<file path="config.mk">
export PLATFORM = sky130hd
export DESIGN_NAME = debounced_led_mode_sequencer
export DESIGN_NICKNAME = d
export VERILOG_FILES = /design/src/rtl/dlms_pkg.sv /design/src/rtl/debounced_led_mode_sequencer.sv
export SDC_FILE = /design/constraint.sdc
export NUM_CORES = 1
export LEC_CHECK = 0
export BUFFER_PORTS_ARGS = -buffer_cell sky130_fd_sc_hd__buf_2
export CORE_MARGIN = 2
export CORE_UTILIZATION = 30
export CTS_CLUSTER_SIZE = 25
export DETAILED_ROUTE_END_ITERATION = 7
export PLACE_DENSITY = 0.54
export SLEW_MARGIN = 30
export SYNTH_ARGS = -nofsm -noshare
export SYNTH_HDL_FRONTEND = slang
export SYNTH_SLANG_ARGS = --single-unit
</file>
<file path="constraint.sdc">
create_clock -name clk -period 9.9 [get_ports clk]
set_input_delay 0.495 -clock clk [delete_from_list [all_inputs] [get_ports clk]]
set_output_delay 0.495 -clock clk [all_outputs]
set_load 0.01 [all_outputs]
</file>
<file path="src/rtl/dlms_pkg.sv">
// Shared types and constants of the debounced LED mode sequencer.
package dlms_pkg;

  // Configuration port geometry
  localparam int unsigned CFG_DATA_W  = 16;
  localparam int unsigned CFG_INDEX_W = 3;

  // Configuration register indexes
  localparam logic [CFG_INDEX_W-1:0] REG_DEBOUNCE_TICKS = 3'd0;
  localparam logic [CFG_INDEX_W-1:0] REG_SLOW_PERIOD    = 3'd1;
  localparam logic [CFG_INDEX_W-1:0] REG_NORMAL_PERIOD  = 3'd2;
  localparam logic [CFG_INDEX_W-1:0] REG_FAST_PERIOD    = 3'd3;
  localparam logic [CFG_INDEX_W-1:0] REG_STEP_PERIOD    = 3'd4;
  localparam logic [CFG_INDEX_W-1:0] REG_RANDOM_SEED    = 3'd5;

  // Register reset values
  localparam logic [15:0] RST_DEBOUNCE_TICKS = 16'd150;
  localparam logic [15:0] RST_SLOW_PERIOD    = 16'd1000;
  localparam logic [15:0] RST_NORMAL_PERIOD  = 16'd250;
  localparam logic [15:0] RST_FAST_PERIOD    = 16'd50;
  localparam logic [15:0] RST_STEP_PERIOD    = 16'd300;
  localparam logic [15:0] RST_RANDOM_SEED    = 16'd44257;

  // Galois LFSR tap mask, right shift
  localparam logic [15:0] LFSR_TAPS = 16'hB400;

  // Number of LED drive bits in the level register
  localparam int unsigned LED_W = 4;

  typedef enum logic [2:0] {
    MODE_OFF    = 3'd0,
    MODE_ON     = 3'd1,
    MODE_SLOW   = 3'd2,
    MODE_NORMAL = 3'd3,
    MODE_FAST   = 3'd4,
    MODE_CHASE  = 3'd5,
    MODE_RANDOM = 3'd6
  } mode_t;

endpackage

</file>
<file path="src/rtl/debounced_led_mode_sequencer.sv">
// A result beat is valid in the cycle after its tick beat is accepted.
// Throughput: one tick per cycle; all state updates in a single pass of
// compares and muxes between the state registers and the output register.
// in_ready drops only while the output register holds a beat not yet taken.
// Reset (rst, synchronous): registers to defaults, mode off, LED levels
// cleared, debouncers released, LFSR loaded with the default seed.
module debounced_led_mode_sequencer
  import dlms_pkg::*;
#(
  parameter int unsigned LED_COUNT = 4
) (
  input  logic                   clk,
  input  logic                   rst,
  // tick channel
  input  logic                   in_valid,
  output logic                   in_ready,
  input  logic                   next_button_raw,
  input  logic                   back_button_raw,
  // result channel
  output logic                   out_valid,
  input  logic                   out_ready,
  output logic                   led_red,
  output logic                   led_blue,
  output logic                   led_green,
  output logic                   led_white,
  output logic [2:0]             mode_now,
  // configuration
  input  logic                   cfg_write,
  input  logic [CFG_INDEX_W-1:0] cfg_index,
  input  logic [CFG_DATA_W-1:0]  cfg_data
);

  localparam logic [LED_W-1:0] ALL_MASK = LED_W'((1 << LED_COUNT) - 1);
  localparam logic [1:0]       LAST_IDX = 2'(LED_COUNT - 1);
  localparam bit               COUNT_POW2 = (LED_COUNT != 3);

  // Value mod 3 by base-4 digit sums (4 is 1 mod 3)
  function automatic logic [1:0] mod3_16(input logic [15:0] v);
    logic [4:0] s1;
    logic [2:0] s2;
    s1 = '0;
    for (int i = 0; i < 8; i++) begin
      s1 = s1 + 5'(v[2*i +: 2]);
    end
    s2 = 3'(s1[1:0]) + 3'(s1[3:2]) + 3'(s1[4]);
    if (s2 >= 3'd6) begin
      s2 = s2 - 3'd6;
    end else if (s2 >= 3'd3) begin
      s2 = s2 - 3'd3;
    end
    return s2[1:0];
  endfunction

  function automatic logic [15:0] sat_inc(input logic [15:0] v);
    return (v == '1) ? v : v + 16'd1;
  endfunction

  // Configuration registers
  logic [15:0] debounce_ticks, slow_period, normal_period, fast_period;
  logic [15:0] step_period;

  // Sequencer state
  mode_t       current_mode, current_mode_next;
  logic        next_last_raw, next_last_raw_next;
  logic        next_stable, next_stable_next;
  logic [15:0] next_elapsed, next_elapsed_next;
  logic        back_last_raw, back_last_raw_next;
  logic        back_stable, back_stable_next;
  logic [15:0] back_elapsed, back_elapsed_next;
  logic        blink_phase, blink_phase_next;
  logic [15:0] blink_elapsed, blink_elapsed_next;
  logic [15:0] step_elapsed, step_elapsed_next;
  logic [1:0]  chase_index, chase_index_next;
  logic [LED_W-1:0] led_levels, led_levels_next;
  logic [15:0] lfsr_value, lfsr_value_next;

  // Output register payload
  logic [LED_W-1:0] out_leds;
  mode_t            out_mode;

  logic        accept;
  logic        next_press, back_press;
  logic [15:0] blink_period;
  logic [1:0]  rand_idx;

  assign in_ready = !out_valid || out_ready;
  assign accept   = in_valid && in_ready;

  // Per-tick state update
  always_comb begin
    current_mode_next  = current_mode;
    next_last_raw_next = next_last_raw;
    next_stable_next   = next_stable;
    back_last_raw_next = back_last_raw;
    back_stable_next   = back_stable;
    blink_phase_next   = blink_phase;
    chase_index_next   = chase_index;
    led_levels_next    = led_levels;
    lfsr_value_next    = lfsr_value;
    next_press         = 1'b0;
    back_press         = 1'b0;
    blink_period       = slow_period;
    rand_idx           = '0;

    // advance all elapsed counters
    next_elapsed_next  = sat_inc(next_elapsed);
    back_elapsed_next  = sat_inc(back_elapsed);
    blink_elapsed_next = sat_inc(blink_elapsed);
    step_elapsed_next  = sat_inc(step_elapsed);

    // debounce the forward button
    if (next_button_raw != next_last_raw) begin
      next_elapsed_next  = '0;
      next_last_raw_next = next_button_raw;
    end
    if (next_elapsed_next > debounce_ticks && next_last_raw_next != next_stable) begin
      next_stable_next = next_last_raw_next;
      next_press       = !next_last_raw_next;
    end
    if (next_press) begin
      current_mode_next  = (current_mode >= MODE_RANDOM) ? MODE_OFF
                                                         : mode_t'(current_mode + 3'd1);
      led_levels_next    = '0;
      blink_phase_next   = 1'b0;
      chase_index_next   = '0;
      blink_elapsed_next = '0;
      step_elapsed_next  = '0;
    end

    // debounce the back button
    if (back_button_raw != back_last_raw) begin
      back_elapsed_next  = '0;
      back_last_raw_next = back_button_raw;
    end
    if (back_elapsed_next > debounce_ticks && back_last_raw_next != back_stable) begin
      back_stable_next = back_last_raw_next;
      back_press       = !back_last_raw_next;
    end
    if (back_press) begin
      current_mode_next  = (current_mode_next == MODE_OFF || current_mode_next > MODE_RANDOM)
                         ? MODE_RANDOM : mode_t'(current_mode_next - 3'd1);
      led_levels_next    = '0;
      blink_phase_next   = 1'b0;
      chase_index_next   = '0;
      blink_elapsed_next = '0;
      step_elapsed_next  = '0;
    end

    // drive the LEDs for the resulting mode
    unique case (current_mode_next)
      MODE_SLOW:   blink_period = slow_period;
      MODE_NORMAL: blink_period = normal_period;
      MODE_FAST:   blink_period = fast_period;
      default:     blink_period = slow_period;
    endcase

    unique case (current_mode_next)
      MODE_ON: begin
        led_levels_next = ALL_MASK;
      end
      MODE_SLOW, MODE_NORMAL, MODE_FAST: begin
        if (blink_elapsed_next >= blink_period) begin
          blink_phase_next   = !blink_phase_next;
          led_levels_next    = blink_phase_next ? ALL_MASK : '0;
          blink_elapsed_next = '0;
        end
      end
      MODE_CHASE: begin
        if (step_elapsed_next >= step_period) begin
          led_levels_next   = LED_W'(1) << chase_index_next;
          chase_index_next  = (chase_index_next == LAST_IDX) ? 2'd0
                                                             : chase_index_next + 2'd1;
          step_elapsed_next = '0;
        end
      end
      MODE_RANDOM: begin
        if (step_elapsed_next >= step_period) begin
          lfsr_value_next = (lfsr_value >> 1) ^ (lfsr_value[0] ? LFSR_TAPS : 16'h0000);
          rand_idx        = COUNT_POW2 ? (lfsr_value_next[1:0] & LAST_IDX)
                                       : mod3_16(lfsr_value_next);
          led_levels_next   = LED_W'(1) << rand_idx;
          step_elapsed_next = '0;
        end
      end
      default: begin
        led_levels_next = '0;
      end
    endcase
  end

  // Configuration writes; a seed write also reloads the LFSR
  always_ff @(posedge clk) begin
    if (rst) begin
      debounce_ticks <= RST_DEBOUNCE_TICKS;
      slow_period    <= RST_SLOW_PERIOD;
      normal_period  <= RST_NORMAL_PERIOD;
      fast_period    <= RST_FAST_PERIOD;
      step_period    <= RST_STEP_PERIOD;
    end else if (cfg_write) begin
      unique case (cfg_index)
        REG_DEBOUNCE_TICKS: debounce_ticks <= cfg_data;
        REG_SLOW_PERIOD:    slow_period    <= cfg_data;
        REG_NORMAL_PERIOD:  normal_period  <= cfg_data;
        REG_FAST_PERIOD:    fast_period    <= cfg_data;
        REG_STEP_PERIOD:    step_period    <= cfg_data;
        default: ;
      endcase
    end
  end

  // Sequencer state registers
  always_ff @(posedge clk) begin
    if (rst) begin
      current_mode  <= MODE_OFF;
      next_last_raw <= 1'b1;
      next_stable   <= 1'b1;
      next_elapsed  <= '0;
      back_last_raw <= 1'b1;
      back_stable   <= 1'b1;
      back_elapsed  <= '0;
      blink_phase   <= 1'b0;
      blink_elapsed <= '0;
      step_elapsed  <= '0;
      chase_index   <= '0;
      led_levels    <= '0;
    end else if (accept) begin
      current_mode  <= current_mode_next;
      next_last_raw <= next_last_raw_next;
      next_stable   <= next_stable_next;
      next_elapsed  <= next_elapsed_next;
      back_last_raw <= back_last_raw_next;
      back_stable   <= back_stable_next;
      back_elapsed  <= back_elapsed_next;
      blink_phase   <= blink_phase_next;
      blink_elapsed <= blink_elapsed_next;
      step_elapsed  <= step_elapsed_next;
      chase_index   <= chase_index_next;
      led_levels    <= led_levels_next;
    end
  end

  // LFSR: load the seed on a seed write, else step in random mode on ticks
  always_ff @(posedge clk) begin
    if (rst) begin
      lfsr_value <= RST_RANDOM_SEED;
    end else if (cfg_write && cfg_index == REG_RANDOM_SEED) begin
      lfsr_value <= cfg_data;
    end else if (accept) begin
      lfsr_value <= lfsr_value_next;
    end
  end

  // Output register: hold the result beat until taken
  always_ff @(posedge clk) begin
    if (rst) begin
      out_valid <= 1'b0;
    end else if (accept) begin
      out_valid <= 1'b1;
    end else if (out_ready) begin
      out_valid <= 1'b0;
    end
  end

  always_ff @(posedge clk) begin
    if (accept) begin
      out_leds <= led_levels_next;
      out_mode <= current_mode_next;
    end
  end

  assign led_red   = out_leds[0];
  assign led_blue  = out_leds[1];
  assign led_green = out_leds[2];
  assign led_white = out_leds[3];
  assign mode_now  = out_mode;

`ifndef SYNTHESIS
  // A stalled result blocks new ticks
  a_stall_blocks_input: assert property (@(posedge clk) disable iff (rst)
    (out_valid && !out_ready) |-> !in_ready)
    else $error("tick accepted while result beat stalled");

  // Off mode keeps every LED dark
  a_off_dark: assert property (@(posedge clk) disable iff (rst)
    (current_mode == MODE_OFF) |-> (led_levels == '0))
    else $error("LED lit in off mode");

  // On mode lights every used LED
  a_on_lit: assert property (@(posedge clk) disable iff (rst)
    (current_mode == MODE_ON) |-> (led_levels == ALL_MASK))
    else $error("LED dark in on mode");

  // LEDs beyond the configured count never light
  a_unused_dark: assert property (@(posedge clk) disable iff (rst)
    accept |=> ((led_levels & ~ALL_MASK) == '0))
    else $error("unused LED lit");
`endif

endmodule

</file>
==> results.json, run 1 <==
{
  "critPathTopFamily": "simple AND/OR/NAND/NOR gates",
  "power.static_leakage_nw": 4.56,
  "max-clock-path-buffers": 2,
  "clock_tree.root_cell": "sky130_fd_sc_hd__clkbuf_16",
  "synth-compound-area-share": 0.204,
  "synth_top_family_by_area": "simple AND/OR/NAND/NOR gates",
  "final_core_utilization": 0.340,
  "worst_ep_required_time_ns": 10.26,
  "power.density_nw_per_um2": 138,
  "biggest_fanout_along_the_worst_timing_path": 19,
  "finalPower_mw": 1.62,
  "antenna_violating_nets_post_route": 0,
  "place.gp.congestion": 0.841,
  "die_area_sq_um": 36900,
  "min_path_type": "in2reg",
  "drc": 0,
  "synth-xor-area-share": 0.0314,
  "master_of_the_slowest_instance_on_the_critical_path": "sky130_fd_sc_hd__o211a_1",
  "final_hold_viol_count": 0,
  "ir_worst_vdd_v": 0.000109,
  "detail_route.vias_per_cell": 5.09,
  "global_route.usage.total": 0.165,
  "synthesis.nets": 1504,
  "routedWlPerCell_microns": 15.9,
  "grt_setup_unrepaired": "false",
  "final_cell_mix": "sky130_fd_sc_hd__nand2_1, sky130_fd_sc_hd__dfxtp_1, sky130_fd_sc_hd__a21oi_1",
  "setup_viol": 0,
  "insertedDiodeCount": 0,
  "drv.max_cap_violation_count": 0,
  "dieWidth_microns": 192,
  "ys_ff_latch": 182,
  "period_share": 0.883,
  "detailedRoute.firstPassIterationCount": 5,
  "synth.yosys.seq_area_share": 0.350,
  "path_buf_inv": 2,
  "first_global_vias": 8940,
  "synth_enable_flop_cells": 7,
  "ys.warnings.count": 0,
  "cp-end-kind": "flop",
  "fill_cells": 3607,
  "grt_start_max_net_pins": 79,
  "worst_setup_hold_path_clk_slew_ns": 0.08,
  "postRouteWirelength_mm": 29.7,
  "cts_htree_levels": 4,
  "hpwlAfterDp_mm": 20.8,
  "worstPathArrival_ns": 9.10,
  "cts_setup_buffers": 0,
  "clock_sinks": 182,
  "grt-ovfl-total": 0,
  "nets": 1502,
  "layoutNonFillerInstCount": 1863,
  "timing_max_transition_violations_final": 0,
  "final_period_demand_of_the_worst_path_ns": 8.74,
  "post_synth_and_or_nand_nor_area_fraction": 0.263,
  "critPathMostFrequentCell": "sky130_fd_sc_hd__nand3_1",
  "drive_above_1_share": 0.0767,
  "critical-path-max-stage-delay_ns": 0.62,
  "vias": 9474,
  "area_growth_pct": 11.0,
  "cts_tree": "yes",
  "synth_area_sq_um": 10600,
  "synthesis.area_per_instance_sq_um": 7.59,
  "start_kind": "flop",
  "timing.fmax_ghz": 0.114,
  "placed_cells_incl_taps": 1831,
  "synth_top_flop_cell": "sky130_fd_sc_hd__dfxtp_1",
  "drtIter0Drc": 735,
  "initial_utilization": 0.306,
  "max_slew_margin": 0.376,
  "syn_inst": 1397,
  "post_synth_mux_area_share": 0.0124,
  "clock_latency_ns": 0.44,
  "post_cts_resized": 0,
  "netlist-cell-type-count": 68,
  "worstMarginPinSlew_ns": 0.936,
  "grt_first_pass_wirelength_mm": 48.3,
  "core-area_sq_um": 34600,
  "setup-tns-final_ns": 0,
  "antenna_found_initial": 0,
  "dieHeight_microns": 192,
  "io_buffer_count": 34,
  "ios": 35,
  "num_rows": 68,
  "status": "finished, final reports clean",
  "synth-async-reset-ratio": 0,
  "arithmetic_cell_share_of_the_synthesized_area_counting_full_adders_half_adders_and_majority_gates": 0.0956,
  "worst_clock_skew_ns": 0.0150,
  "post_cts_hold_buffer_count": 0,
  "timing_worst_setup_path_type": "reg2reg",
  "cts_made_buffers": 17,
  "final_common_cell": "sky130_fd_sc_hd__nand2_1"
}
==> metrics by stage <==
stage               hold WS (ns)  setup slack (ns)  area, sq um
global placement           0.442              1.50        11200
global route               0.280             0.494        11800
detailed placement         0.446              1.25        11200
finish                     0.294              1.16        11800
CTS                        0.273              1.21        11800
floorplan                  0.436              2.19        10600
==> cell type report <==
type,count,area (sq um),share of cell area
tap,455,569,0.0484
clock buffer,19,464,0.0394
sequential,182,3710,0.316
inverter,51,191,0.0163
timing repair buffer,46,263,0.0223
clock inverter,13,128,0.0108
multi-input combinational,1097,6440,0.547
==> worst register-to-register path, delay by kind of cell, from the launching register on <==
| family | cells | cell delay, ns |
|---|---|---|
| adder cells (fa/ha/maj) | 3 | 0.83 |
| buffers and inverters | 2 | 0.34 |
| AND/OR/NAND/NOR | 21 | 4.64 |
| flip-flops | 1 | 0.43 |
| AO/OA/AOI/OAI | 10 | 2.27 |
| XOR/XNOR | 1 | 0.16 |
==> Yosys cell counts, types with 6 or more instances <==
library cell               instances  area share
sky130_fd_sc_hd__nand2_1         296        0.10
sky130_fd_sc_hd__dfxtp_1         175        0.33
sky130_fd_sc_hd__a21oi_1         161       0.076
sky130_fd_sc_hd__nor2_1          126       0.045
sky130_fd_sc_hd__ha_1             81       0.096
sky130_fd_sc_hd__nand3_1          65       0.031
sky130_fd_sc_hd__clkbuf_1         53       0.019
sky130_fd_sc_hd__o21ai_0          50       0.024
sky130_fd_sc_hd__inv_1            49       0.017
sky130_fd_sc_hd__nor3_1           36       0.017
sky130_fd_sc_hd__a22o_1           28       0.023
sky130_fd_sc_hd__xor2_1           24       0.020
sky130_fd_sc_hd__o211ai_1         20       0.014
sky130_fd_sc_hd__and3_1           16      0.0094
sky130_fd_sc_hd__nand4_1          16      0.0094
sky130_fd_sc_hd__xnor2_1          14       0.012
sky130_fd_sc_hd__a21o_1           13      0.0092
sky130_fd_sc_hd__a31oi_1          11      0.0065
sky130_fd_sc_hd__and2_1           10      0.0059
sky130_fd_sc_hd__nand2b_1         10      0.0059
sky130_fd_sc_hd__nor2b_1          10      0.0059
sky130_fd_sc_hd__a211oi_1          9      0.0064
sky130_fd_sc_hd__or3_1             9      0.0053
sky130_fd_sc_hd__buf_1             7      0.0025
sky130_fd_sc_hd__edfxtp_1          7       0.020
sky130_fd_sc_hd__o31ai_1           7      0.0050
sky130_fd_sc_hd__and4_1            6      0.0050
sky130_fd_sc_hd__mux2i_1           6      0.0057
==> path summary, 6_finish.rpt <==
check,from,to,slack (ns),depth (start not counted)
max,next_elapsed[4],blink_elapsed[5],1.16,37
min,in_valid,out_valid,0.29,3
max reg2reg,next_elapsed[4],blink_elapsed[5],1.16,37
min reg2reg,debounce_ticks[9],debounce_ticks[9],0.46,2
==> state kept, by name, indices dropped and copies added (netlist names), 3 cells and up <==
register,count
fast_period,16
out_leds,4
step_elapsed,16
current_mode,3
back_elapsed,16
mode_now,3
normal_period,16
next_elapsed,16
step_period,16
led_levels,4
lfsr_value,16
debounce_ticks,16
slow_period,16
blink_elapsed,16
==> cells by family (layout without fill, tap and decap cells) <==
group / Yosys count / count (layout)
simple gates: 623 / 623
compound gates: 343 / 343
flops: 182 / 182
buf+inv: 118 / 129
fa+ha+maj: 81 / 81
xor+xnor: 38 / 38
mux: 12 / 12
==> where the power goes <==
| part | internal, mW | switching (mW) | total (mW) |
|---|---|---|---|
| Clock | 0.356 | 0.339 | 0.695 |
| Sequential | 0.754 | 0.0121 | 0.767 |
| Combinational | 0.0487 | 0.108 | 0.156 |
==> layer usage <==
layer,vias up,track usage,share of wire
met5,-,0,0
met4,0,0.0484,0.015
met3,24,0.0227,0.026
met2,132,0.275,0.47
met1,4421,0.223,0.49
li1,4897,-,-
No activity file was read; power rests on OpenSTA's default activity.
==> run 2, diff against run 1 <==
CORE_MARGIN = default   (was 2)
CTS_BUF_LIST = sky130_fd_sc_hd__clkbuf_4 sky130_fd_sc_hd__clkbuf_8 sky130_fd_sc_hd__clkbuf_16   (was default)
==> run 2 against run 1 <==
Effect of this change: fmax grew 0.79%; setup slack gained 0.068 ns; register-to-register slack gained 0.07 ns; first-iteration DRC count shrank 10%; wire length shrank 0.38%; core utilization grew 0.072 points; flip-flop and latch count is the same; die area shrank 2.1%; via count grew 0.62%; largest cell class unchanged.
==> results.json, run 2 (synthesized netlist as in run 1, its figures left out) <==
{
  "drv.max_cap_violation_count": 0,
  "grt_setup_unrepaired": "false",
  "timing_max_transition_violations_final": 0,
  "antenna_violating_nets_post_route": 0,
  "drc": 0,
  "num_rows": 68,
  "timing.fmax_ghz": 0.115,
  "max-clock-path-buffers": 2,
  "place.gp.congestion": 0.864,
  "grt_first_pass_wirelength_mm": 48.1,
  "critPathTopFamily": "simple AND/OR/NAND/NOR gates",
  "setup-tns-final_ns": 0,
  "cts_made_buffers": 17,
  "worstPathArrival_ns": 9.04,
  "worst_clock_skew_ns": 0.0119,
  "worst_r2r_path_depth": 38,
  "dieWidth_microns": 190,
  "detailedRoute.firstPassIterationCount": 5,
  "start_kind": "flop",
  "post_cts_hold_buffer_count": 0,
  "final_hold_viol_count": 0,
  "critical-path-max-stage-delay_ns": 0.61,
  "ios": 35,
  "timing.hold.ws_ns": 0.299,
  "critical_path.reg2reg.startpoint": "next_elapsed[4]",
  "cts_htree_levels": 4,
  "hp-start": "in_valid",
  "cts_setup_buffers": 0,
  "status": "finished, final reports clean",
  "insertedDiodeCount": 0,
  "ir_worst_vdd_v": 0.000114,
  "drtIter0Drc": 659,
  "antenna_found_initial": 0,
  "worst_ep_required_time_ns": 10.27,
  "dieHeight_microns": 190,
  "timing_worst_setup_path_type": "reg2reg",
  "period_share": 0.876,
  "nets": 1503,
  "final_period_demand_of_the_worst_path_ns": 8.67,
  "max_slew_margin": 0.472,
  "master_of_the_slowest_instance_on_the_critical_path": "sky130_fd_sc_hd__o211a_1",
  "power.static_leakage_nw": 4.58,
  "clock_sinks": 182,
  "die_area_sq_um": 36100,
  "detail_route.vias_per_cell": 5.11,
  "worstMarginPinSlew_ns": 0.790,
  "final_cell_mix": "sky130_fd_sc_hd__nand2_1, sky130_fd_sc_hd__dfxtp_1, sky130_fd_sc_hd__a21oi_1",
  "setup_viol": 0,
  "global_route.usage.total": 0.167,
  "postRouteWirelength_mm": 29.6,
  "biggest_fanout_along_the_worst_timing_path": 19,
  "path_buf_inv": 3,
  "power.density_nw_per_um2": 139,
  "reg2reg_to": "blink_elapsed[5]",
  "routedWlPerCell_microns": 15.9,
  "final_common_cell": "sky130_fd_sc_hd__nand2_1",
  "min_path_type": "in2reg",
  "clock_latency_ns": 0.44,
  "critPathMostFrequentCell": "sky130_fd_sc_hd__ha_1",
  "worstHoldPathCells": 3,
  "clock_tree.root_cell": "sky130_fd_sc_hd__clkbuf_16",
  "grt_start_max_net_pins": 66,
  "vias": 9533,
  "timing.hold.worst_endpoint": "out_valid",
  "post_cts_resized": 0,
  "initial_utilization": 0.306,
  "area_growth_pct": 11.3,
  "fill_cells": 3647,
  "hpwlAfterDp_mm": 21.0,
  "first_global_vias": 8901,
  "core-area_sq_um": 34600,
  "io_buffer_count": 34,
  "cp-end-kind": "flop",
  "rrSetupSlack_ns": 1.23,
  "worst_setup_hold_path_clk_slew_ns": 0.08,
  "cts_tree": "yes",
  "drive_above_1_share": 0.0774,
  "grt-ovfl-total": 0
}
-- run 2: per-stage QoR --
stage	utilization	total power [mW]	worst slack (ns)	instances	cell area (sq um)
floorplan	-	0.883	2.19	1397	10600
global placement	0.323	0.938	1.59	1832	11200
detailed placement	0.323	0.941	1.32	1832	11200
CTS	0.341	1.66	1.29	1864	11800
global route	0.341	1.72	0.518	1864	11800
finish	0.341	1.64	1.23	1864	11800
-- run 2: cell type report --
type	instances	area, sq um	share of cell area
inverter	51	191	0.0162
clock buffer	17	425	0.0361
sequential	182	3710	0.315
timing repair buffer	47	270	0.0229
tap	455	569	0.0483
multi-input combinational	1097	6440	0.546
clock inverter	15	184	0.0156
-- run 2: worst register-to-register path: cells and delay by family (launching register included) --
| kind | cells | cell delay, ns |
|---|---|---|
| AND/OR/NAND/NOR | 18 | 3.75 |
| AO/OA/AOI/OAI | 12 | 2.81 |
| buffers and inverters | 3 | 0.37 |
| XOR/XNOR | 1 | 0.15 |
| flip-flops | 1 | 0.44 |
| adder cells (fa/ha/maj) | 4 | 1.08 |
-- run 2: how the worst max path moves through the flow --
| stage | from | to | slack [ns] | cells past startpoint |
|---|---|---|---|---|
| after floorplan | next_elapsed[5] | blink_elapsed[7] | 2.19 | 41 |
| after global placement | next_elapsed[5] | blink_elapsed[5] | 1.59 | 38 |
| after detailed placement | next_elapsed[4] | blink_elapsed[3] | 1.32 | 38 |
| after CTS | next_elapsed[4] | blink_elapsed[5] | 1.29 | 38 |
| after global routing | next_elapsed[5] | blink_elapsed[5] | 0.52 | 38 |
| final | next_elapsed[4] | blink_elapsed[5] | 1.23 | 38 |
-- run 2: where the power goes --
| group | switching [mW] | internal (mW) |
|---|---|---|
| Combinational | 0.107 | 0.0491 |
| Clock | 0.336 | 0.385 |
| Sequential | 0.0120 | 0.754 |
| Total | 0.456 | 1.19 |
-- run 2: per-layer routing --
| layer | GRT usage | vias up | routed length, microns |
|---|---|---|---|
| met4 | 0.0487 | 0 | 483 |
| met1 | 0.225 | 4453 | 14400 |
| met5 | 0 | - | 0 |
| li1 | - | 4905 | - |
| met3 | 0.0251 | 30 | 931 |
| met2 | 0.276 | 145 | 13800 |
==> run 3, diff against run 2 <==
ABC_AREA = 1   (was default)
==> run 3 against run 2 <==
Effect of this change: the run now ends with DRC left; fmax grew 19%; total power grew 13%; clock-buffer cell count increased by 1; critical path depth rose by 10; flip-flop and latch count is the same; critical path type unchanged; highest routed layer unchanged.
==> results.json, run 3 <==
{
  "status": "complete, but fails checks",
  "violations_in_the_final_reports": "DRC",
  "dieWidth_microns": 193,
  "worst_setup_hold_path_clk_slew_ns": 0.08,
  "critical-path-max-stage-delay_ns": 0.57,
  "power.density_nw_per_um2": 153,
  "grt-ovfl-total": 0,
  "timing_worst_setup_path_type": "reg2reg",
  "hp-start": "out_ready",
  "cts_htree_levels": 4,
  "ys_ff_latch": 182,
  "ios": 35,
  "timing.hold.worst_endpoint": "out_valid",
  "comb_power_share": 0.191,
  "rrSetupSlack_ns": 2.62,
  "worst_ep_required_time_ns": 10.28,
  "min_path_type": "in2reg",
  "stdcell_area_sq_um": 12100,
  "synth.yosys.seq_area_share": 0.338,
  "routedWlPerCell_microns": 14.6,
  "grt_first_pass_wirelength_mm": 49.9,
  "num_rows": 69,
  "final_common_cell": "sky130_fd_sc_hd__nand2_1",
  "power.static_leakage_nw": 5.23,
  "setup-tns-final_ns": 0,
  "worst_clock_skew_ns": 0.0130,
  "netSwitchingFraction": 0.333,
  "post_cts_hold_buffer_count": 0,
  "synth_most_common_cell": "sky130_fd_sc_hd__nand2_1",
  "global_route.usage.total": 0.166,
  "synthesis.nets": 1718,
  "max-clock-path-buffers": 2,
  "worstMarginPinSlew_ns": 0.882,
  "synth.top_cells.by_count": "sky130_fd_sc_hd__nand2_1, sky130_fd_sc_hd__nor2_1, sky130_fd_sc_hd__inv_1, sky130_fd_sc_hd__dfxtp_1, sky130_fd_sc_hd__a21oi_1",
  "core-area_sq_um": 35800,
  "fill_cells": 3772,
  "final_hold_viol_count": 0,
  "synth_enable_flop_cells": 7,
  "area_growth_pct": 10.4,
  "cp-end-kind": "flop",
  "start_kind": "flop",
  "timing.hold.ws_ns": 0.367,
  "detail_route.vias_per_cell": 4.92,
  "finalPower_mw": 1.86,
  "place.gp.congestion": 0.817,
  "cts_tree": "yes",
  "dieHeight_microns": 193,
  "timing.critical_path.from": "next_elapsed[0]",
  "drc": 3,
  "placed_cells_incl_taps": 2053,
  "clkPwrFrac": 0.378,
  "clock_latency_ns": 0.45,
  "cts_setup_buffers": 0,
  "antenna_violating_nets_post_route": 0,
  "area_of_the_multi_input_gates_sq_um": 6250,
  "synthesis.area_per_instance_sq_um": 6.82,
  "first_global_vias": 9447,
  "regArea_sq_um": 3710,
  "critPathMostFrequentCell": "sky130_fd_sc_hd__nand2_1",
  "synth_area_sq_um": 11000,
  "cts_made_buffers": 17,
  "clock_sinks": 182,
  "max_slew_margin": 0.412,
  "layoutNonFillerInstCount": 2085,
  "place_worst_setup_slack_ns": 2.71,
  "worstHoldPathCells": 4,
  "ys.warnings.count": 0,
  "drv.max_cap_violation_count": 0,
  "largest_cells_by_area_after_synthesis": "sky130_fd_sc_hd__dfxtp_1, sky130_fd_sc_hd__nand2_1, sky130_fd_sc_hd__ha_1",
  "worst_r2r_path_depth": 48,
  "period_share": 0.736,
  "io_buffer_count": 34,
  "ir_worst_vdd_v": 0.000117,
  "setup_viol": 0,
  "syn_inst": 1611,
  "drtIter0Drc": 696,
  "netlist-cell-type-count": 46,
  "synth_top_flop_cell": "sky130_fd_sc_hd__dfxtp_1",
  "yosysTopAreaCellShare": 0.319,
  "insertedDiodeCount": 0,
  "grt_start_max_net_pins": 113,
  "timing.fmax_ghz": 0.137,
  "seq_power_share": 0.430,
  "biggest_fanout_along_the_worst_timing_path": 16,
  "p_int_mw": 1.24,
  "timing_max_transition_violations_final": 0,
  "power.net_switching_mw": 0.619,
  "placement.cell_area_sq_um": 11500,
  "post_cts_resized": 0,
  "initial_utilization": 0.307,
  "antenna_found_initial": 0,
  "nets": 1718,
  "final_core_utilization": 0.338,
  "critical_path.reg2reg.startpoint": "next_elapsed[0]",
  "detailedRoute.firstPassIterationCount": 7,
  "vias": 10249,
  "setup_ws_ns": 2.62,
  "synth-async-reset-ratio": 0,
  "drive_above_1_share": 0.0751,
  "clock_tree.root_cell": "sky130_fd_sc_hd__clkbuf_16",
  "hpwlAfterDp_mm": 21.8,
  "postRouteWirelength_mm": 30.5,
  "final_period_demand_of_the_worst_path_ns": 7.28,
  "final_cell_mix": "sky130_fd_sc_hd__nand2_1, sky130_fd_sc_hd__nor2_1, sky130_fd_sc_hd__inv_1",
  "grt_setup_unrepaired": "false",
  "reg2reg_to": "blink_elapsed[3]",
  "die_area_sq_um": 37400,
  "yosys.area.top_type": "sky130_fd_sc_hd__dfxtp_1",
  "worstPathArrival_ns": 7.66,
  "master_of_the_slowest_instance_on_the_critical_path": "sky130_fd_sc_hd__a31oi_1"
}
==> run 3: cell types whose count changed in the layout (fill, tap and decap cells not counted), moves of 10 or more <==
| cell | change |
|---|---|
| sky130_fd_sc_hd__nand2_1 | +12 |
| sky130_fd_sc_hd__nand3_1 | +39 |
| sky130_fd_sc_hd__nor2b_1 | -10 |
| sky130_fd_sc_hd__inv_1 | +139 |
| sky130_fd_sc_hd__nor2_1 | +67 |
| sky130_fd_sc_hd__and2_1 | -10 |
| sky130_fd_sc_hd__a22o_1 | -28 |
| sky130_fd_sc_hd__o21ai_0 | +103 |
| sky130_fd_sc_hd__nand2b_1 | -10 |
| sky130_fd_sc_hd__nor3_1 | -14 |
| sky130_fd_sc_hd__and3_1 | -16 |
==> run 3: worst max path at each step <==
stage	endpoint	cells past startpoint
floorplan	out_leds[0]	48
global placement	out_leds[2]	51
detailed placement	blink_elapsed[3]	48
CTS	blink_elapsed[6]	48
global route	blink_elapsed[6]	50
finish	blink_elapsed[3]	48
==> run 3: cell type report <==
cell class,instances,share of cell area
multi-input combinational,1171,0.515
sequential,182,0.306
inverter,195,0.0607
tap,461,0.0476
clock buffer,18,0.0371
timing repair buffer,44,0.0205
clock inverter,14,0.0124
==> run 3: critical path, delay by kind of cell, from the launching register on <==
family / cells / cell delay, ns
compound gates: 8 / 1.62
fa+ha+maj: 5 / 1.24
buf+inv: 8 / 0.76
flops: 1 / 0.40
simple gates: 27 / 3.17
==> run 3: logic make-up (layout without fill, tap and decap cells) <==
| family | count (synthesis) | in the layout | synth area share |
|---|---|---|---|
| DFF | 182 | 182 | 0.338 |
| adders and majority gates | 81 | 81 | 0.0923 |
| buffers and inverters | 258 | 271 | 0.0930 |
| and+or+nand+nor | 690 | 690 | 0.273 |
| AOI/OAI and AO/OA | 371 | 371 | 0.181 |
| xor gates and xnor gates | 29 | 29 | 0.0231 |
==> run 3: metal layers <==
layer,share of wire,GRT usage
met1,0.51,0.235
met2,0.44,0.261
met3,0.034,0.0202
met4,0.016,0.0539
met5,0,0
==> run 3: power groups by stage <==
stage          sequential [mW]  clock [mW]  combinational [mW]
5_1_grt                  0.804       0.749               0.406
6_report                 0.799       0.703               0.356
2_1_floorplan            0.813           0               0.260
4_1_cts                  0.799       0.718               0.357
3_5_place_dp             0.816           0               0.355
3_3_place_gp             0.817           0               0.348
